### src/morse_character_keyer_core_defines.svh
// Assertion helpers shared by the keyer RTL.
`ifndef MORSE_CHARACTER_KEYER_CORE_DEFINES_SVH
`define MORSE_CHARACTER_KEYER_CORE_DEFINES_SVH

// Check a property on every rising edge while reset is released.
`define MCK_ASSERT(lbl, prop, msg) \
    lbl: assert property (@(posedge i_clk) disable iff (!i_rst_n) (prop)) else $error(msg);

// Check that an antecedent implies a consequent in the next cycle.
`define MCK_ASSERT_NEXT(lbl, ante, cons, msg) \
    lbl: assert property (@(posedge i_clk) disable iff (!i_rst_n) (ante) |=> (cons)) \
        else $error(msg);

`endif

### src/mck_pkg.sv
package mck_pkg;

    localparam logic [7:0] CHAR_SPACE    = 8'h20;
    localparam logic [2:0] WORD_GAP_DITS = 3'd7;
    localparam logic [2:0] CHAR_GAP_DITS = 3'd2;
    localparam logic [2:0] DOT_DITS      = 3'd1;
    localparam logic [2:0] DASH_DITS     = 3'd3;
    localparam logic [2:0] OFF_DITS      = 3'd1;
    localparam logic [2:0] MAX_ELEMS     = 3'd6;
    localparam int unsigned LetterCount  = 26;

    // Packed codes: letters A..Z then digits 0..9
    localparam logic [7:0] ALNUM_CODES [0:35] = '{
        8'h42, 8'h81, 8'hA1, 8'h86, 8'h04, 8'h21, 8'hC6, 8'h01, 8'h02, 8'h79,
        8'hA6, 8'h41, 8'hC2, 8'h82, 8'hE6, 8'h61, 8'hD1, 8'h46, 8'h06, 8'h84,
        8'h26, 8'h11, 8'h66, 8'h91, 8'hB1, 8'hC1,
        8'hFD, 8'h7D, 8'h3D, 8'h1D, 8'h0D, 8'h05, 8'h85, 8'hC5, 8'hE5, 8'hF5
    };

    typedef enum logic [1:0] {
        ST_IDLE,
        ST_MARK,
        ST_SPACE,
        ST_GAP
    } t_state;

    typedef struct packed {
        logic [7:0] code;
        logic [2:0] count;
        logic       is_space;
    } t_code;

    // Map an ASCII byte to its packed Morse code; zero when not in the table.
    function automatic logic [7:0] lookup_packed(input logic [7:0] c);
        logic [7:0] lo;
        logic [7:0] res;
        lo  = c | 8'h20;
        res = 8'h00;
        if (lo >= 8'h61 && lo <= 8'h7A) begin
            res = ALNUM_CODES[6'(lo - 8'h61)];
        end else if (c >= 8'h30 && c <= 8'h39) begin
            res = ALNUM_CODES[6'(c - 8'h30) + 6'(LetterCount)];
        end else begin
            case (c)
                8'h2C:   res = 8'hCF;
                8'h2E:   res = 8'h57;
                8'h21:   res = 8'hAF;
                8'h3A:   res = 8'hE3;
                8'h3B:   res = 8'hAB;
                8'h28:   res = 8'hB5;
                8'h29:   res = 8'hB7;
                8'h22:   res = 8'h4B;
                8'h40:   res = 8'h6B;
                8'h26:   res = 8'h45;
                8'h3F:   res = 8'h33;
                8'h2D:   res = 8'h87;
                8'h2B:   res = 8'h55;
                8'h2F:   res = 8'h95;
                8'h3D:   res = 8'h8D;
                8'h2A:   res = 8'h91;
                8'h27:   res = 8'h7B;
                default: res = 8'h00;
            endcase
        end
        return res;
    endfunction

endpackage

### src/morse_character_keyer_core.sv
// Morse character keyer core.
// Input channel: i_valid / o_ready carry one ASCII byte (i_char_byte) per transfer.
// Output channel: o_valid / i_ready carry key segments: o_key_on, o_duration_dits
// (in dit units) and o_last_segment, which marks the closing gap of a character.
// A character of n elements (n up to 6) gives 2n+1 segments: mark, 1-dit space
// per element, then a 2-dit gap. A space gives one 7-dit gap; an unknown byte
// gives only the 2-dit gap.
// After a byte is accepted, the sequencer registers its code and state, then
// loads the first segment into the output register once that register is free.
// The sequencer steps one segment per cycle while the receiver does not stall;
// o_ready is high only while the sequencer is idle.
// The output register lets the next byte be accepted while the final segment
// of the previous character still waits to be taken.
// A stalled receiver freezes the sequencer; the waiting segment holds steady.
// Reset (synchronous, active low) empties the output register and returns
// the sequencer to idle.
`include "morse_character_keyer_core_defines.svh"

module morse_character_keyer_core import mck_pkg::*; (
    input  logic       i_clk,
    input  logic       i_rst_n,
    input  logic       i_valid,
    output logic       o_ready,
    input  logic [7:0] i_char_byte,
    output logic       o_valid,
    input  logic       i_ready,
    output logic       o_key_on,
    output logic [2:0] o_duration_dits,
    output logic       o_last_segment
);

    t_state     r_state, n_state;
    logic [7:0] r_code, n_code;
    logic [2:0] r_left, n_left;
    logic       r_space, n_space;
    logic       r_out_valid, n_out_valid;
    logic       r_key_on, n_key_on;
    logic [2:0] r_dur, n_dur;
    logic       r_last, n_last;
    t_code      w_lut;
    logic       w_accept;
    logic       w_emit;
    logic       w_mark_ok;
    logic       w_gap_ok;
    logic       w_mark_taken;
    logic       w_space_out;

    mck_code_lut u_lut (
        .i_char_byte (i_char_byte),
        .o_code      (w_lut)
    );

    assign o_ready  = (r_state == ST_IDLE);
    assign w_accept = i_valid && o_ready;
    // advance only when the output register is free or being drained
    assign w_emit   = (r_state != ST_IDLE) && (!r_out_valid || i_ready);

    // Next state and sequencer datapath
    always_comb begin
        n_state = r_state;
        n_code  = r_code;
        n_left  = r_left;
        n_space = r_space;
        case (r_state)
            ST_IDLE: begin
                if (w_accept) begin
                    n_code  = w_lut.code;
                    n_left  = w_lut.count;
                    n_space = w_lut.is_space;
                    if (w_lut.is_space || w_lut.count == 3'd0) begin
                        n_state = ST_GAP;
                    end else begin
                        n_state = ST_MARK;
                    end
                end
            end
            ST_MARK: begin
                if (w_emit) begin
                    n_state = ST_SPACE;
                end
            end
            ST_SPACE: begin
                if (w_emit) begin
                    n_code = {r_code[6:0], 1'b0};
                    n_left = r_left - 3'd1;
                    if (r_left == 3'd1) begin
                        n_state = ST_GAP;
                    end else begin
                        n_state = ST_MARK;
                    end
                end
            end
            ST_GAP: begin
                if (w_emit) begin
                    n_state = ST_IDLE;
                end
            end
            default: n_state = ST_IDLE;
        endcase
    end

    // Output register load
    always_comb begin
        n_out_valid = r_out_valid && !i_ready;
        n_key_on    = r_key_on;
        n_dur       = r_dur;
        n_last      = r_last;
        if (w_emit) begin
            n_out_valid = 1'b1;
            case (r_state)
                ST_MARK: begin
                    n_key_on = 1'b1;
                    n_dur    = r_code[7] ? DASH_DITS : DOT_DITS;
                    n_last   = 1'b0;
                end
                ST_SPACE: begin
                    n_key_on = 1'b0;
                    n_dur    = OFF_DITS;
                    n_last   = 1'b0;
                end
                default: begin
                    n_key_on = 1'b0;
                    n_dur    = r_space ? WORD_GAP_DITS : CHAR_GAP_DITS;
                    n_last   = 1'b1;
                end
            endcase
        end
    end

    // Control registers
    always_ff @(posedge i_clk) begin
        if (!i_rst_n) begin
            r_state     <= ST_IDLE;
            r_out_valid <= 1'b0;
        end else begin
            r_state     <= n_state;
            r_out_valid <= n_out_valid;
        end
    end

    // Payload registers
    always_ff @(posedge i_clk) begin
        r_code   <= n_code;
        r_left   <= n_left;
        r_space  <= n_space;
        r_key_on <= n_key_on;
        r_dur    <= n_dur;
        r_last   <= n_last;
    end

    assign o_valid         = r_out_valid;
    assign o_key_on        = r_key_on;
    assign o_duration_dits = r_dur;
    assign o_last_segment  = r_last;

    // Segment shape terms for the checks below
    assign w_mark_ok    = !o_last_segment &&
                          (o_duration_dits == DOT_DITS || o_duration_dits == DASH_DITS);
    assign w_gap_ok     = !o_key_on &&
                          (o_duration_dits == CHAR_GAP_DITS || o_duration_dits == WORD_GAP_DITS);
    assign w_mark_taken = o_valid && i_ready && o_key_on;
    assign w_space_out  = o_valid && !o_key_on && (o_duration_dits == OFF_DITS);

    `MCK_ASSERT(a_mark_shape, !(o_valid && o_key_on) || w_mark_ok, "mark segment malformed")
    `MCK_ASSERT_NEXT(a_space_after_mark, w_mark_taken, w_space_out, "mark not followed by space")
    `MCK_ASSERT_NEXT(a_busy_after_accept, w_accept, !o_ready, "sequencer idle after accept")
    `MCK_ASSERT(a_gap_is_last, !(o_valid && o_last_segment) || w_gap_ok, "closing segment malformed")

endmodule

### src/mck_code_lut.sv
module mck_code_lut import mck_pkg::*; (
    input  logic [7:0] i_char_byte,
    output t_code      o_code
);

    logic [7:0] w_packed;
    logic [2:0] w_count;

    // Look up the code, unscramble the bit-reversed element count and clamp it to MAX_ELEMS
    always_comb begin
        w_packed = lookup_packed(i_char_byte);
        w_count  = {w_packed[0], w_packed[1], w_packed[2]};
        if (w_count > MAX_ELEMS) begin
            w_count = MAX_ELEMS;
        end
        o_code.code     = w_packed;
        o_code.count    = w_count;
        o_code.is_space = (i_char_byte == CHAR_SPACE);
    end

endmodule
### config.mk
export PLATFORM = sky130hd
export DESIGN_NAME = morse_character_keyer_core
export DESIGN_NICKNAME = d
export VERILOG_FILES = /design/src/mck_pkg.sv /design/src/morse_character_keyer_core.sv /design/src/mck_code_lut.sv
export VERILOG_INCLUDE_DIRS = /design/src /design/src/src
export SDC_FILE = /design/constraint.sdc
export NUM_CORES = 1
export LEC_CHECK = 0
export ABC_CLOCK_PERIOD_IN_PS = 8100
export BUFFER_PORTS_ARGS = -buffer_cell sky130_fd_sc_hd__buf_2
export CAP_MARGIN = 20
export CORE_UTILIZATION = 30
export CTS_CLUSTER_SIZE = 20
export DETAILED_ROUTE_END_ITERATION = 12
export MAX_ROUTING_LAYER = met4
export PLACE_DENSITY = 0.46
export SLEW_MARGIN = 20
export SYNTH_ARGS = -nofsm -noshare
export SYNTH_HDL_FRONTEND = slang
export SYNTH_SLANG_ARGS = --single-unit
### constraint.sdc
create_clock -name i_clk -period 8.1 [get_ports i_clk]
set_input_delay 0.81 -clock i_clk [delete_from_list [all_inputs] [get_ports i_clk]]
set_output_delay 0.81 -clock i_clk [all_outputs]
set_load 0.02 [all_outputs]
After elaboration in Yosys (flattened, before gate mapping)
Memory sizes are Yosys's and may differ from the RTL's. Cells that the tools add are included.

Divide/modulo/power cells: 0. $add $sub $neg: 4. Multipliers: 0. Mux-type cells: 27. Reductions and logical operators: 17. Bitwise operators: 2. Shift-type cells: 0. Equality and inequality tests: 26. Magnitude comparators: 7.

Operators by type and width (count): $eq A8 B6 Y1 const B (17); $pmux W8 S17 (1); $mux W8 (8); $pmux W8 S2 (1); $ge A7 B7 Y1 const B (2); $mux W2 (7); $not A6 Y7 (2); $mux W3 (4); $pmux W3 S2 (2); $sub A6 B6 Y6 const B (2); $eq A8 B7 Y1 const B (1); $ge A8 B6 Y1 const B (1); $ge A8 B7 Y1 const B (1); $le A8 B6 Y1 const B (1); $le A8 B7 Y1 const B (1); $pmux W2 S4 (1); $add A6 B5 Y6 const B (1); $ne A2 B2 Y1 const B (3); $logic_and A1 B1 Y1 (5); $eq A2 B2 Y1 const B (2); $reduce_and A4 Y1 (1); $reduce_bool A2 Y1 (2); $eq A3 B1 Y1 const B (1); $gt A3 B3 Y1 const B (1); other kinds (11) (15).

Bits in read-only memories: 1024. Bits in latches: 0. Memory bits (writable): 0. Logic and storage cells: 93. Output and inout bits: 7. Memories: 2. Bits in registers: 20. Input port bits: 12.

Memory list: (name not given) (words 64, width 8, read ports 1, clocked after memory_dff 0, write ports 0, RTL line mck_pkg.sv:40) `res = ALNUM_CODES[6'(lo - 8'h61)];`; (name not given) (words 64, width 8, read ports 1, clocked after memory_dff 0, write ports 0, RTL line mck_pkg.sv:42) `res = ALNUM_CODES[6'(c - 8'h30) + 6'(LetterCount)];`.

Logic depth before layout (Yosys ltp)
Gate-level depths: netlist (run 1).

Depth after elaboration: 15. Mapped depth: 13. Depth with buffers taken out: 11.

By module
Synthesis (run 1) repeated with hierarchy kept, for this count alone.

Cell total of the unflattened synthesis: 396. Area total of the unflattened synthesis: 3065.4 µm².

By module, submodules not included: mck_code_lut (area each 2093.3 µm², times used 1, sequential area each 0.0 µm², cells each 326); morse_character_keyer_core (area each 972.2 µm², times used 1, sequential area each 570.5 µm², cells each 70).

Worst setup path before layout (run 1)
Ideal clock, no wire load.

Path type: input port to flip-flop. From: input port i_char_byte[1]. To: register r_code[2], data pin. Buffers on the path: 3. Stages on the path: 12. Arrival time: 3.150 ns. Data required time: 7.840 ns. Setup time: 0.260 ns. Slack: 4.690 ns. Cells stage by stage: buf_2 > inv_1 > ha_1 > inv_1 > ha_1 > clkbuf_1 > clkbuf_1 > o21ai_0 > mux2i_1 > o211a_1 > o221ai_1 > mux2_2.

Cells in the longest elaborated chain, start to end: 10. Elaborated cells between the ends (all ways): 39. Those cells by class: add/sub (3); order compare (4); eq/ne (17); mux (9); bitwise (2); reduce/logical (2); memory (2).

Ends and longest elaborated chain: start, declared (RTL line morse_character_keyer_core.sv:24) `input logic [7:0] i_char_byte,`; $sub A6 B6 Y6 (RTL line mck_pkg.sv:42); $add A6 B5 Y6 (RTL line mck_pkg.sv:42); $not A6 Y7 (implied by the code) (RTL line mck_pkg.sv:42); $mem_v2 Z64 W8; $mux W8 (implied by the code) (2 in a row) (RTL line mck_pkg.sv:42); $mux W8 (RTL line mck_pkg.sv:41) `end else if (c >= 8'h30 && c <= 8'h39) begin`; $mux W8 (*) (RTL line mck_pkg.sv:39) `if (lo >= 8'h61 && lo <= 8'h7A) begin`; $mux W8 (*) (RTL line morse_character_keyer_core.sv:66) `if (w_accept) begin`; $pmux W8 S2 (*) (RTL line morse_character_keyer_core.sv:64) `case (r_state)`; net n_code[2] (RTL line morse_character_keyer_core.sv:33) `logic [7:0] r_code, n_code;`; end signal, assigned (RTL line morse_character_keyer_core.sv:143) `r_code <= n_code;`; end, declared (RTL line morse_character_keyer_core.sv:33).

The timed path passes the listed nets; every way through them passes the cells marked *. The select of a mux whose other input is x is not followed. A chain may end at the register's enable or synchronous reset.

Final worst setup path (run 1)
From: input port i_char_byte[0]. To: register r_left[1], data pin.

Cells in the longest elaborated chain, start to end: 12. Elaborated cells between the ends (all ways): 41. Those cells by class: add/sub (3); order compare (5); eq/ne (17); mux (10); bitwise (2); reduce/logical (2); memory (2).

Ends and longest elaborated chain: $sub A6 B6 Y6 (RTL line mck_pkg.sv:42); $add A6 B5 Y6 (RTL line mck_pkg.sv:42); $not A6 Y7 (implied by the code) (RTL line mck_pkg.sv:42); $mem_v2 Z64 W8; $mux W8 (implied by the code) (2 in a row) (RTL line mck_pkg.sv:42); $mux W8 (RTL line mck_pkg.sv:41); $mux W8 (*) (RTL line mck_pkg.sv:39); $gt A3 B3 Y1 (RTL line mck_code_lut.sv:13) `if (w_count > MAX_ELEMS) begin`; $mux W3 (*) (RTL line mck_code_lut.sv:13); $mux W3 (*) (RTL line morse_character_keyer_core.sv:66); $pmux W3 S2 (*) (RTL line morse_character_keyer_core.sv:64); net n_left[1] (RTL line morse_character_keyer_core.sv:34) `logic [2:0] r_left, n_left;`; end signal, assigned (RTL line morse_character_keyer_core.sv:144) `r_left <= n_left;`; end, declared (RTL line morse_character_keyer_core.sv:34).

Marked as above.

==> impl_metrics.yaml, run 1 <==
die:
  start_util_pct: 31.49
  die_x_um: 98.38
  ios: 19
  rows: 34
  coreArea_mm2: 0.008848
  die_y_um: 98.38
  dieArea_mm2: 0.009678
sta:
  rsz0062_at_grt: "no"
  hold-worst-slack_ns: 0.5235
  relSlewSlack_pct: 41.34
  post-route-period-util_pct: 47.96
  finalSetupViolCount: 0
  max_freq_mhz: 257.4
  fin_crit_ns: 3.885
  hold_violations: 0
  fin_ws_ns: 4.215
  tns_ns: 0
  fin_skew_ns: 0.002538
  drv_slew: 0
  tightest_slew_ns: 0.8799
synth:
  yosys.area.top_type: "edfxtp_1"
  async_flop_share_pct: 0
  synth-adder-area-share_pct: 8.981
  synth_area_leaders: "edfxtp_1 18%, ha_1 9.0%, a21oi_1 5.4%"
  synth.distinct_cells: 74
  synth_flop_cell: "edfxtp_1"
  yosys.area_share.simple_pct: 19.71
  yosysTopAreaCellShare_pct: 18.32
  synth.area.mux_share_pct: 5.119
  synth_top_family_by_area: "compound AO/OA/AOI/OAI gates"
  synth_edf_count: 17
  syn_nets: 382
  synth_compound_area_share_pct: 31.75
  synth_xor_area_share_pct: 6.331
  netlist_area_mm2: 0.002786
  syn_avg_cell_area_um2: 7.961
  ys_ff_latch: 20
  synth_warnings: 0
  yosysSeqAreaShare_pct: 20.48
  synthCells: 350
grt:
  antenna_found_initial: 0
  grt_pass1_vias: 2398
  grt_max_degree: 40
  grt_remaining_overflow: 0
  grtUsageTotal_pct: 16.52
  grt_pass1_wl_um: 12590
clock_tree:
  cts_tree: "done"
  ctsHoldBuffers: 0
  path_clk_slew_ns: 0.07
  cts_made_buffers: 3
  cts.sinks: 20
  clkLatencyLatePin_ns: 0.26
  cts-resized-gates: 0
  cts_max_path_buffers: 2
  cts_setup_buffers: 0
  htree_levels: 1
  cts-root-buf: "clkbuf_8"
power_and_ir_drop:
  p_total_uw: 602.9
  powerDensity_mw_per_mm2: 205.0
  cellLeakagePower_uw: 0.001149
  peakVddDrop_mv: 0.09012
routing:
  num_vias: 2638
  dr.pass1.iters: 10
  drt_iter0_drc: 311
  postRouteAntennaNets: 0
  route.detailed.drc: 2
  via_per_inst: 5.836
  routed_wl_um: 7675
  wl_per_cell_um: 16.98
critical_path:
  endpoint: "r_left[1]"
  timing.critical_path.cells: "buf_2, clkinv_1, ha_1, inv_1, ha_1, or4b_1, o21ai_1, a311oi_1, o2bb2ai_1, a2bb2oi_1, and3_1, a21oi_1"
  crit_type: "in2reg"
  cp_slowest_stage_delay_ns: 0.55
  r2r-start: "r_state[0]"
  cp_slowest_cell: "or4b_1"
  startpoint: "i_char_byte[0]"
  cp_top_family: "adder cells"
  path_common_cell: "ha_1"
  ff2ff_path_depth: 5
  crit_buf_inv: 3
  end_kind: "register"
  cp_num_cells: 12
  arrival_ns: 3.87
  crit_required_ns: 8.08
  worst-r2r-setup-slack_ns: 5.84
  reg2reg_to: "r_state[1]"
  start_kind: "input port"
  crit_fanout: 22
min_path:
  hold_path_class: "reg2reg"
status:
  violations: "design-rule violations"
  status: "finished, violations left"
placement:
  gp_congestion: 0.9039
  dp_slack_ns: 3.957
  io_buffers: 18
  dpl.hpwl_um: 5638
layout:
  nets: 377
  area_growth_pct: 5.568
  final_cell_mix: "34 x nand2_1, 29 x a21oi_1, 24 x nor2_1, 21 x o21ai_0, 20 x ha_1"
  fin_util_pct: 33.24
  final_common_cell: "nand2_1"
  antennaDiodeCount: 0
  final_layout_size_suffix_gt1_share_pct: 13.08
job:
  drv_cap: 0
sequential cells by signal (all words and copies together), names as in the netlist:
name	flops
r_code	8
o_duration_dits	3
r_left	3
r_state	2
o_key_on	1
o_last_segment	1
o_valid	1
r_space	1
Yosys cell counts (all sizes together) (4+ instances only):
master / n
nand2: 35
xor2: 5
a211oi: 8
buf: 16
o31ai: 4
o22ai: 4
nor3: 7
nor2b: 9
ha: 20
a31oi: 5
o211ai: 6
nand2b: 4
nand3: 10
edfxtp: 17
o21ai: 30
a21oi: 31
xnor2: 10
inv: 16
nor2: 25
o221ai: 5
clkbuf: 12
mux2i: 12
metrics by stage:
stage | area (µm²) | cells
2_1_floorplan | 2786 | 350
3_3_place_gp | 2867 | 448
3_5_place_dp | 2867 | 448
4_1_cts | 2938 | 452
5_1_grt | 2942 | 452
6_report | 2942 | 452
power by group:
part	internal, µW	switching [µW]
clock network	65.9	32.8
logic	105	196
registers	185	18.4
layer usage:
metal	vias to the layer above	wire length (µm)	GRT usage, %
li1	1283	-	-
met1	1234	3479	21.80
met2	106	3558	26.54
met3	15	502	2.434
met4	0	135	4.018
met5	-	0	-
final cells by class:
cell class / count / area (µm²)
sequential: 20 / 570.5
clock inverter: 1 / 30.03
multi-input combinational: 284 / 2007
inverter: 18 / 67.56
fill: 949 / 5907
timing repair buffer: 18 / 90.09
clock buffer: 3 / 41.29
tap: 108 / 135.1
cell families after synthesis:
logic type	count (synthesis)
AOI/OAI and AO/OA	126
buffers and inverters	46
muxes	14
adders and majority gates	20
DFF	20
xor gates and xnor gates	15
and+or+nand+nor	109
worst min path at each step:
stage / startpoint / end / slack, ns / depth (start not counted)
after floorplan: r_space / o_duration_dits[0] / 0.50 / 1
after detailed placement: r_space / o_duration_dits[0] / 0.51 / 1
after global routing: r_space / o_duration_dits[0] / 0.54 / 1
final: r_space / o_duration_dits[0] / 0.52 / 1
after global placement: r_space / o_duration_dits[0] / 0.51 / 1
after CTS: r_space / o_duration_dits[0] / 0.53 / 1
Power figures use the tool's default switching activity.
==> inputs of run 2 (changes only) <==
--- a/config.mk
+++ b/config.mk
@@ -6,7 +6,7 @@
 export SDC_FILE = /design/constraint.sdc
 export NUM_CORES = 1
 export LEC_CHECK = 0
-export ABC_CLOCK_PERIOD_IN_PS = 8100
+export ABC_CLOCK_PERIOD_IN_PS = 3900
 export BUFFER_PORTS_ARGS = -buffer_cell sky130_fd_sc_hd__buf_2
 export CAP_MARGIN = 20
 export CORE_UTILIZATION = 30
==> constraint.sdc (replaced) <==
create_clock -name i_clk -period 3.9 [get_ports i_clk]
set_input_delay 0.39 -clock i_clk [delete_from_list [all_inputs] [get_ports i_clk]]
set_output_delay 0.39 -clock i_clk [all_outputs]
set_load 0.02 [all_outputs]
==> run 2 against run 1 <==
  * The flow still finishes with violations (design-rule violations)
  * Cell area is 2.6% higher
  * Sequential share of layout area down 0.48 points
  * Non-clock buffer count is 14 higher
  * Flip-flop and latch count unchanged
  * First-iteration DRC count down 30%
  * Global-route usage grew 1.8 points
  * Cell count is 3.1% higher
  * Die area unchanged
  * Register-to-register slack worse by 4.2 ns
==> impl_metrics.yaml, run 2 (synthesis results as in run 1) <==
status:
  status: "finished, violations left"
  violations: "design-rule violations"
routing:
  num_vias: 2730
  wl_per_cell_um: 17.78
  via_per_inst: 5.858
  route.detailed.drc: 2
  drt_iter0_drc: 217
  routed_wl_um: 8284
  dr.pass1.iters: 8
  postRouteAntennaNets: 0
layout:
  final-instance-count-excl-fill: 466
  nets: 391
  top_register: "r_code"
  multi_input_area_mm2: 0.002003
  largest_reg_flops: 8
  regArea_um2: 570.5
  area_growth_pct: 8.262
  final_common_cell: "nand2_1"
  antennaDiodeCount: 0
  final_cell_mix: "34 x nand2_1, 30 x a21oi_1, 24 x nor2_1, 21 x o21ai_0, 20 x ha_1"
  final_layout_size_suffix_gt1_share_pct: 15.92
  fillerInstances: 935
grt:
  grt_pass1_wl_um: 13800
  gr-max-usage-layer: "met2"
  grtUsageTotal_pct: 18.28
  grt_remaining_overflow: 0
  grt_pass1_vias: 2543
  antenna_found_initial: 0
  gr-usage-met3_pct: 2.649
  grt_max_degree: 27
  use_met2_pct: 28.11
  met1_usage_pct: 25.53
sta:
  post-route-period-util_pct: 69.58
  max_freq_mhz: 368.5
  tightest_slew_ns: 0.7245
  hold_violations: 0
  hold-worst-slack_ns: 0.4109
  rsz0062_at_grt: "no"
  fin_skew_ns: 0.001735
  tns_ns: 0
  finalSetupViolCount: 0
  relSlewSlack_pct: 51.07
  drv_slew: 0
  fin_crit_ns: 2.714
die:
  coreArea_mm2: 0.008848
  die_x_um: 98.38
  die_y_um: 98.38
  rows: 34
  ios: 19
  dieArea_mm2: 0.009678
  start_util_pct: 31.49
min_path:
  min_path_cells: 2
  hold_path_class: "in2reg"
critical_path:
  start_kind: "input port"
  timing.critical_path.cells: "buf_2, inv_1, ha_1, a21bo_1, xnor2_2, o32ai_1, o21ai_1, a22o_4, a21oi_1, o22ai_1"
  crit_type: "in2reg"
  cp_slowest_stage_delay_ns: 0.36
  ff2ff_path_depth: 6
  cp_slowest_cell: "a21bo_1"
  crit_fanout: 9
  arrival_ns: 2.72
  crit_required_ns: 3.90
  end_kind: "register"
placement:
  gp_congestion: 0.9062
  io_buffers: 18
  dp.cells: 462
  dpl.hpwl_um: 6106
clock_tree:
  ctsHoldBuffers: 0
  path_clk_slew_ns: 0.07
  cts-resized-gates: 0
  htree_levels: 1
  cts_tree: "done"
  cts-root-buf: "clkbuf_8"
  cts.sinks: 20
  clkLatencyLatePin_ns: 0.26
  cts_setup_buffers: 0
  cts_max_path_buffers: 2
  cts_made_buffers: 3
power_and_ir_drop:
  peakVddDrop_mv: 0.1477
  powerDensity_mw_per_mm2: 402.7
  cellLeakagePower_uw: 0.001205
job:
  drv_cap: 0
==> run 2: cell count changes in the layout (fill, tap and decap cells not counted) <==
| cell | delta |
|---|---|
| buf_4 | +14 |
| a21oi_2 | -1 |
| a21oi_1 | +1 |
| bufinv_16 | -1 |
| clkbuf_1 | +1 |
==> run 2: final timing paths <==
check	start	endpoint	slack, ns
max	i_char_byte[2]	r_left[0]	1.19
min	i_rst_n	r_state[0]	0.41
max reg2reg	r_state[0]	r_left[2]	1.69
min reg2reg	o_valid	o_valid	0.52
==> run 2: area by class of cell <==
| cell class | count | share of cell area, % |
|---|---|---|
| well taps | 108 | 4.479 |
| multi-input cells | 284 | 66.40 |
| clock buffers | 4 | 1.493 |
| flip-flops and latches | 20 | 18.91 |
| inverters | 18 | 2.240 |
| repair buffers | 32 | 6.470 |
==> run 2: critical path: cells and delay by family <==
family / cells / cell delay [ns]
compound gates: 6 / 1.38
buf+inv: 2 / 0.39
fa+ha+maj: 1 / 0.29
xor+xnor: 1 / 0.26
==> run 2: stage by stage <==
| stage | area [µm²] | utilization [%] | power, µW | setup WS (ns) |
|---|---|---|---|---|
| 2_1_floorplan | 2786 | - | 897.3 | 0.9101 |
| 3_3_place_gp | 2972 | 33.58 | 1082 | 0.8956 |
| 3_5_place_dp | 2972 | 33.58 | 1081 | 0.9131 |
| 4_1_cts | 3017 | 34.09 | 1220 | 1.171 |
| 5_1_grt | 3017 | 34.09 | 1314 | 1.032 |
| 6_report | 3017 | 34.09 | 1215 | 1.186 |
==> run 2: power breakdown <==
part / total (µW) / leakage [µW] / switching, µW / internal, µW
logic: 654 / 0.000991 / 418 / 236
clock network: 139 / 0.0000228 / 66.6 / 72.7
registers: 422 / 0.000192 / 38.3 / 384
==> run 2: metal layers <==
metal / up-vias / part of all wire, %
met1: 1285 / 47
met2: 123 / 46
met5: - / 0
li1: 1311 / -
met3: 11 / 6.0
met4: 0 / 1.1
